--- config.mk ---
export PLATFORM = sky130hd
export DESIGN_NAME = pol_cell
export DESIGN_NICKNAME = d
export VERILOG_FILES = /design/src/rtl/pol_pkg.sv /design/src/rtl/pol_cell.sv
export SDC_FILE = /design/constraint.sdc
export NUM_CORES = 1
export LEC_CHECK = 0
export ABC_CLOCK_PERIOD_IN_PS = 3010
export BUFFER_PORTS_ARGS = -buffer_cell sky130_fd_sc_hd__buf_2
export CORE_ASPECT_RATIO = 1.1
export CORE_MARGIN = 3
export CORE_UTILIZATION = 39
export DETAILED_ROUTE_END_ITERATION = 16
export HOLD_SLACK_MARGIN = 0.06
export PLACE_DENSITY = 0.76
export SLEW_MARGIN = 20
export SYNTH_ARGS = -nofsm -noshare
export SYNTH_HDL_FRONTEND = slang
export SYNTH_SLANG_ARGS = --single-unit
--- constraint.sdc ---
create_clock -name clk -period 3.01 [get_ports clk]
set_clock_uncertainty 0.05 [all_clocks]
set_input_delay 0.7525 -clock clk [delete_from_list [all_inputs] [get_ports clk]]
set_output_delay 0.7525 -clock clk [all_outputs]
set_load 0.02 [all_outputs]
--- src/rtl/pol_pkg.sv ---
// Shared types and constants for the positional ordered list.
// Used by pol_cell and positional_ordered_list_top; no dependencies.
`default_nettype none

package pol_pkg;

  localparam int DEF_CAPACITY      = 64;
  localparam int DEF_ELEMENT_WIDTH = 32;
  localparam int OP_W              = 3;
  localparam int POS_W             = 7;
  localparam int DATA_W            = 32;
  localparam int LEN_W             = 7;

  typedef enum logic [OP_W-1:0] {
    OP_INSERT = 3'd0,
    OP_DELETE = 3'd1,
    OP_GET    = 3'd2,
    OP_LOCATE = 3'd3,
    OP_CLEAR  = 3'd4
  } op_t;

  typedef struct packed {
    logic exec;
    logic ins;
    logic del;
  } cell_ctrl_t;

endpackage

`default_nettype wire

--- src/rtl/pol_cell.sv ---
// One list slot: holds an entry, shifts with its neighbors, flags match and select.
// Depends on pol_pkg for the control struct.
`default_nettype none

module pol_cell
  import pol_pkg::*;
#(
  parameter int ELEMENT_WIDTH = DEF_ELEMENT_WIDTH,
  parameter int PW            = 8,
  parameter int IDX           = 0
) (
  input  wire logic                     clk,
  input  wire logic                     rst_n,
  input  wire cell_ctrl_t               ctrl,
  input  wire logic [PW-1:0]            pos0,
  input  wire logic [PW-1:0]            cnt,
  input  wire logic [ELEMENT_WIDTH-1:0] val,
  input  wire logic [ELEMENT_WIDTH-1:0] left_data,
  input  wire logic [ELEMENT_WIDTH-1:0] right_data,
  output logic      [ELEMENT_WIDTH-1:0] data_out,
  output logic                          match_r,
  output logic      [ELEMENT_WIDTH-1:0] rd_r
);

  localparam logic [PW-1:0] MY_IDX = PW'(IDX);

  logic [ELEMENT_WIDTH-1:0] data_r;
  logic [ELEMENT_WIDTH-1:0] data_nxt;
  logic                     match_nxt;
  logic [ELEMENT_WIDTH-1:0] rd_nxt;

  assign data_out = data_r;

  always_comb begin
    data_nxt = data_r;
    priority if (ctrl.ins && (MY_IDX == pos0)) begin
      data_nxt = val;
    end else if (ctrl.ins && (MY_IDX > pos0)) begin
      data_nxt = left_data;
    end else if (ctrl.del && (MY_IDX >= pos0)) begin
      data_nxt = right_data;
    end else begin
      data_nxt = data_r;
    end
    match_nxt = (MY_IDX < cnt) && (data_r == val);
    rd_nxt    = (MY_IDX == pos0) ? data_r : '0;
  end

  always_ff @(posedge clk) begin
    data_r <= data_nxt;
    if (ctrl.exec) begin
      rd_r <= rd_nxt;
    end
  end

  always_ff @(posedge clk) begin
    if (!rst_n) begin
      match_r <= 1'b0;
    end else if (ctrl.exec) begin
      match_r <= match_nxt;
    end
  end

endmodule

`default_nettype wire

; ---- After elaboration in Yosys (flattened, before gate mapping)
; Cells that the tools add are included.
[totals]
register_bits = 65
inputBits = 117
output_inout_bits = 65
word_cells = 16
[op_classes]
magnitude_cmp = 3
n_eq_ne = 1
muxes = 3
n_reduce_logical = 6
[ops]
columns = cell, n
row1 = $mux W32, 3
row2 = $eq A32 B32 Y1, 1
row3 = $ge A1 B8 Y1 const A, 1
row4 = $gt A1 B8 Y1 const A, 1
row5 = $logic_not A8 Y1, 1
row6 = $lt A1 B8 Y1 const A, 1
row7 = $logic_and A1 B1 Y1, 4
row8 = $reduce_bool A3 Y1, 1

; ---- Depth between registers and ports, before layout
; Gate-level depths: netlist of run 1.
[logic_depth]
depth_word = 5
mapped_depth = 5
ltp_nobuf = 5

; ---- Worst setup path before layout of run 1
; OpenSTA, ideal clock, no wires.
[synth_timing]
path_type = in2reg
start = in pos0[1]
end = reg data_r[0], in the netlist data_out[0] (enable)
arrival_time_ps = 2532
required_ps = 2569
slack_ps = 37
stages = 4
n_path_buf = 1
cell_sequence = or4_1 -> nor2_4 -> clkbuf_1 -> o21a_1
[synth_via]
elab_chain_len = 3
[synth_rtl]
columns = element, line
row1 = start: declaration, pol_cell.sv:15  ; input wire logic [PW-1:0] pos0,
row2 = $gt A1 B8 Y1 (tied with other cells), pol_cell.sv:38  ; end else if (ctrl.ins && (MY_IDX > pos0)) begin
row3 = "$logic_and A1 B1 Y1, on equally long branches", "pol_cell.sv:38, pol_cell.sv:36, pol_cell.sv:40"
row4 = $reduce_bool A3 Y1 (no source line) *, n/a
row5 = end signal: assignment, pol_cell.sv:50  ; data_r <= data_nxt;
row6 = end: declaration, pol_cell.sv:27  ; logic [ELEMENT_WIDTH-1:0] data_r;
; Mark *: on every way between the ends. The rest lies on a longest branch, timed or not.
; A chain may end at the register's enable or synchronous reset.

; ---- Worst setup path after layout of run 1
[layout_timing]
start = in pos0[1]
end = reg data_r[21], in the netlist data_out[21], data pin
[layout_via]
elab_chain_len = 4
[layout_rtl]
columns = element, line
row1 = $gt A1 B8 Y1, pol_cell.sv:38
row2 = $logic_and A1 B1 Y1, pol_cell.sv:38
row3 = $mux W32, pol_cell.sv:38
row4 = $mux W32 *, pol_cell.sv:36  ; priority if (ctrl.ins && (MY_IDX == pos0)) begin
row5 = named net data_nxt[21], pol_cell.sv:28  ; logic [ELEMENT_WIDTH-1:0] data_nxt;
; The timed path passes the listed nets; every way through them passes the cells marked *.

==> impl_metrics.tcl, run 1 <==
set metrics [dict create \
    worst_hold_path_type "reg -> reg" \
    rr_endpoint "match_r" \
    ys_seq_elements 65 \
    seq_area_frac_synth 0.629 \
    synthXorXnorAreaFrac 0.0907 \
    regArea_sq_um 1940 \
    crit_path_end_kind "flop" \
    htreeDepth 3 \
    final-hold-violation-count 0 \
    critical-path-max-stage-delay_ns 0.57 \
    viasPerCell 4.65 \
    place_ws_ns 0.295 \
    clockBufferDepth 2 \
    dpl.hpwl_mm 5.59 \
    synth_top_family_by_area "multiplexers" \
    synthMuxAreaShare 0.153 \
    grt_usage 0.164 \
    crit_chain "buf_2 -> or4_1 -> nor2_4 -> nand2_4 -> mux2_4" \
    synth_cells 189 \
    reg2regPathDepth 5 \
    r2r_start "data_out[16]" \
    yosysWarnings 0 \
    p_leak_nw 1.89 \
    fillers 709 \
    crit_start "pos0[1]" \
    max_slew_margin 0.578 \
    cts_made_buffers 9 \
    crit_arrival_ns 2.36 \
    synthTopCellsByArea "edfxtp_1 (62%), mux2_4 (15%), and2_1 (6.5%), xnor2_1 (4.8%), xor2_1 (4.3%)" \
    fin_crit_ns 2.34 \
    critPathTopFamily "simple AND/OR/NAND/NOR gates" \
    yosys.area.top_type_share 0.622 \
    cp-start-kind "primary input" \
    avgRoutedWirePerCell_um 15.9 \
    yosysMostFrequentCell "edfxtp_1" \
    drc_errors 0 \
    setup_ws_ns 0.668 \
    start_util 0.407 \
    path_buf_inv 1 \
    async_flop_share 0 \
    ys.flop_type "edfxtp_1" \
    drtPass1Iterations 4 \
    vias 2128 \
    yosys-top-cells-count "edfxtp_1 (64), and2_1 (32), mux2_4 (30), xnor2_1 (17), xor2_1 (15)" \
    syn-cell-area_sq_um 3090 \
    cts_hold_buf 0 \
    timing.fmax_mhz 427 \
    antenna_cells 0 \
    critical_path.max_fanout 32 \
    wl_mm 7.27 \
    row_count 33 \
    io_pins 182 \
    placement.io_buffers 149 \
    rrSetupSlack_ns 1.26 \
    syn-num-nets 306 \
    rsz0062_at_grt "no" \
    core_sq_um 7600 \
    hold_ws_ns 0.457 \
    post_cts_buffers 0 \
    worstSetupPathType "in -> reg" \
    crit_slowest_cell "or4_1" \
    cp.depth 5 \
    required_ns 3.03 \
    nNetsFinal 465 \
    ant_nets 0 \
    timing.final.setup_violations 0 \
    clkTransAtPathRegs_ns 0.07 \
    finalCritPeriodShare 0.778 \
    grt_pass1_vias 2311 \
    syn_avg_cell_area_sq_um 16.3 \
    clockRootBuffer "clkbuf_8" \
    post-synth-top-area-cell "edfxtp_1" \
    worst_slew_pin_slew_ns 0.632 \
    yosys.area_share.simple 0.107 \
    globalplace.congestion 0.669 \
    drv_cap 0 \
    die_w_um 90.9 \
    antenna_found_initial 0 \
    grt_max_degree 33 \
    dieArea_sq_um 9030 \
    ir_drop_mv 0.282 \
    status "complete, no violations" \
    synth_fa_ha_area_frac 0 \
    drive_gt1_frac 0.575 \
    synth.distinct_cells 21 \
    powerDensity_nw_per_um2 433 \
    clock-sinks 65 \
    synth_edf_count 64 \
    grt_overflow 0 \
    slew_viol_final 0 \
    setup_tns_ns 0 \
    cts_tree "built" \
    insertion_delay_ns 0.33 \
    die_h_um 99.3 \
    fin_util 0.542 \
    cts_resized 0 \
    drt-initial-drc-count 74 \
    grt_pass1_wl_mm 11.4 \
    multi_input_area_sq_um 1100 \
    area_growth_pct 33.2 \
    synth_compound_area_frac 0.00567 \
    critical_path.endpoint "data_out[21]" \
]
-- tightest hold or removal path, delay by kind of cell (launching register included) --
kind / cells / cell delay (ns)
AND/OR/NAND/NOR: 1 / 0.08
flip-flops: 1 / 0.31
AO/OA/AOI/OAI: 1 / 0.07
-- cell usage in the layout, fill, tap and decap left out --
cell type and count:
a21oi_1 1, and2_1 32, buf_2 149, buf_4 5
clkbuf_1 3, clkbuf_8 9, clkinv_2 4, dfxtp_1 1
edfxtp_1 64, mux2_2 2, mux2_4 30, nand2_4 1
nand3_1 3, nand3b_1 1, nand4_1 4, nor2_4 1
nor3_1 1, nor4_1 6, o21a_2 1, o21ai_0 1
or4_1 1, or4_4 1, xnor2_1 17, xor2_1 15
-- sequential cells by signal, indices dropped and copies added (netlist names) --
name / flops
match_r: 1
data_out: 32
rd_r: 32
-- worst min path at each step --
stage | slack (ns) | to | cells past startpoint | startpoint
2_1_floorplan | 0.51 | match_r | 2 | match_r
3_3_place_gp | 0.44 | match_r | 2 | match_r
3_5_place_dp | 0.44 | match_r | 2 | match_r
4_1_cts | 0.46 | match_r | 2 | match_r
5_1_grt | 0.49 | match_r | 2 | match_r
6_report | 0.46 | match_r | 2 | match_r
-- layout make-up --
class | instances | area share
sequential | 65 | 0.472
multi-input combinational | 118 | 0.268
timing repair buffer | 154 | 0.190
clock buffer | 12 | 0.0328
tap | 105 | 0.0319
clock inverter | 4 | 0.00486
-- through the flow --
step | cells | instance area [sq um] | power (mW)
finish | 458 | 4120 | 1.78
floorplan | 189 | 3090 | 1.10
global route | 458 | 4120 | 1.87
global placement | 442 | 3960 | 1.19
detailed placement | 442 | 3960 | 1.20
CTS | 458 | 4120 | 1.81
-- per-layer routing --
| metal | part of all wire | GRT usage |
|---|---|---|
| met5 | 0 | 0 |
| met4 | 0.020 | 0.0708 |
| met3 | 0.069 | 0.0378 |
| met2 | 0.51 | 0.288 |
| met1 | 0.40 | 0.194 |
-- where the power goes --
group          internal [mW]  total, mW  switching (mW)  leakage, nW
Combinational         0.0913      0.167          0.0753         1.16
Sequential              1.00       1.01         0.00367        0.639
Clock                  0.294      0.608           0.314       0.0839
Total                   1.39       1.78           0.393         1.89
-- cell families after synthesis --
group / count (synthesis)
muxes: 32
DFF: 65
AOI/OAI and AO/OA: 3
and+or+nand+nor: 51
buffers and inverters: 6
xor gates and xnor gates: 32
Note: power is estimated with default switching activity, not from simulation.
==> run 2, diff against run 1 <==
--- a/config.mk
+++ b/config.mk
@@ -5,7 +5,7 @@
 export SDC_FILE = /design/constraint.sdc
 export NUM_CORES = 1
 export LEC_CHECK = 0
-export ABC_CLOCK_PERIOD_IN_PS = 3010
+export ABC_CLOCK_PERIOD_IN_PS = 1980
 export BUFFER_PORTS_ARGS = -buffer_cell sky130_fd_sc_hd__buf_2
 export CORE_ASPECT_RATIO = 1.1
 export CORE_MARGIN = 3
==> constraint.sdc (replaced) <==
create_clock -name clk -period 1.98 [get_ports clk]
set_clock_uncertainty 0.05 [all_clocks]
set_input_delay 0.495 -clock clk [delete_from_list [all_inputs] [get_ports clk]]
set_output_delay 0.495 -clock clk [all_outputs]
set_load 0.02 [all_outputs]
==> run 2 against run 1 <==
Combinational power up 54%. Sequential share of layout area down 0.96 points. Non-clock buffer count up 4. Largest cell class unchanged. Hold slack worse by 0.059 ns. Global-route usage down 0.10 points. Total power up 51%. Clock power up 49%.
==> impl_metrics.tcl, run 2 (synthesized netlist as in run 1, its figures left out) <==
set metrics [dict create \
    hold_ws_ns 0.398 \
    grt_overflow 0 \
    dieArea_sq_um 9030 \
    antenna_found_initial 0 \
    status "complete, no violations" \
    die_h_um 99.3 \
    worstSetupPathType "in -> reg" \
    nNetsFinal 469 \
    powerDensity_nw_per_um2 642 \
    crit_path_end_kind "flop" \
    drc_errors 0 \
    finalCritPeriodShare 0.917 \
    required_ns 2.01 \
    grt_pass1_wl_mm 11.4 \
    r2r_start "data_out[16]" \
    clockBufferDepth 2 \
    setup_tns_ns 0 \
    critical_path.max_fanout 16 \
    htreeDepth 3 \
    rsz0062_at_grt "no" \
    drt-initial-drc-count 39 \
    worst_slew_pin_slew_ns 0.339 \
    timing.final.setup_violations 0 \
    timing.fmax_mhz 551 \
    cts_resized 0 \
    dpl.hpwl_mm 5.77 \
    post-route-cell-area_sq_um 4200 \
    drive_gt1_frac 0.586 \
    ant_nets 0 \
    crit_arrival_ns 1.84 \
    area_growth_pct 36.0 \
    critical-path-max-stage-delay_ns 0.53 \
    avgRoutedWirePerCell_um 15.9 \
    place_area_sq_um 4050 \
    globalplace.congestion 0.684 \
    insertion_delay_ns 0.33 \
    fin_crit_ns 1.82 \
    clockRootBuffer "clkbuf_8" \
    post_cts_buffers 0 \
    clock-sinks 65 \
    io_pins 182 \
    die_w_um 90.9 \
    drv_cap 0 \
    vias 2160 \
    cts_hold_buf 0 \
    antenna_cells 0 \
    worst_hold_path_type "in -> reg" \
    cp-start-kind "primary input" \
    p_leak_nw 1.92 \
    grt_usage 0.163 \
    crit_chain "buf_2 -> or4_4 -> nor2_4 -> nand2_4 -> buf_12 -> mux2_4" \
    worstHoldEndpoint "match_r" \
    min_path_cells 3 \
    clkTransAtPathRegs_ns 0.06 \
    fillers 681 \
    start_util 0.407 \
    row_count 33 \
    drtPass1Iterations 4 \
    fin_util 0.553 \
    cts_tree "built" \
    layout_common_cells "buf_2 (149), edfxtp_1 (64), and2_1 (32), mux2_4 (30), xnor2_1 (17)" \
    ir_drop_mv 0.307 \
    rr_endpoint "match_r" \
    placement.io_buffers 149 \
    grt_pass1_vias 2258 \
    reg2regPathDepth 6 \
    final-hold-violation-count 0 \
    cts_made_buffers 9 \
    layout_commonest_cell "buf_2" \
    wl_mm 7.31 \
    rrSetupSlack_ns 0.29 \
    slew_viol_final 0 \
    hp-start "rst_n" \
    core_sq_um 7600 \
    crit_slowest_cell "or4_4" \
    max_slew_margin 0.772 \
    viasPerCell 4.70 \
    grt_max_degree 33 \
]
-- run 2: cell count changes in the layout (fill, tap and decap cells not counted), sizes merged --
cell	change
buf	+4
clkbuf	-2
clkinv	-1
clkinvlp	+1
-- run 2: final cells by class --
cell class                 instances  area (sq um)  area share
timing repair buffer             158           863       0.206
clock inverter                     4          22.5     0.00536
multi-input combinational        118          1110       0.265
tap                              105           131      0.0313
sequential                        65          1940       0.462
clock buffer                      10           128      0.0304
-- run 2: critical path: cells and delay by family --
family / cells / cell delay (ns)
buffers and inverters: 2 / 0.27
and+or+nand+nor: 3 / 0.76
muxes: 1 / 0.31
-- run 2: per-layer routing --
metal  part of all wire  global-route usage  up-vias
met5                  0                   0        -
met4              0.014              0.0684        0
met3              0.071              0.0416        9
met2               0.52               0.295       99
met1               0.40               0.182     1029
li1                   -                   -     1023
-- run 2: worst max path at each step --
| stage | startpoint | to | cells past startpoint |
|---|---|---|---|
| final | pos0[1] | data_out[30] | 6 |
| after detailed placement | pos0[1] | data_out[12] | 6 |
| after global routing | data_out[16] | match_r | 6 |
| after global placement | pos0[1] | data_out[29] | 6 |
| after floorplan | pos0[1] | data_out[0] | 4 |
| after CTS | pos0[1] | data_out[11] | 6 |
-- run 2: metrics by stage --
| step | power (mW) | cells | setup slack, ns |
|---|---|---|---|
| after floorplan | 1.67 | 189 | -0.122 |
| after global placement | 1.82 | 446 | -0.160 |
| after detailed placement | 1.82 | 446 | -0.180 |
| after CTS | 2.72 | 460 | 0.170 |
| after global routing | 2.78 | 460 | 0.143 |
| final | 2.70 | 460 | 0.165 |
-- run 2: report_power, final --
group | internal, mW | total, mW | switching, mW | leakage, nW
logic | 0.141 | 0.258 | 0.116 | 1.20
clock network | 0.434 | 0.906 | 0.473 | 0.0778
registers | 1.53 | 1.53 | 0.00571 | 0.639
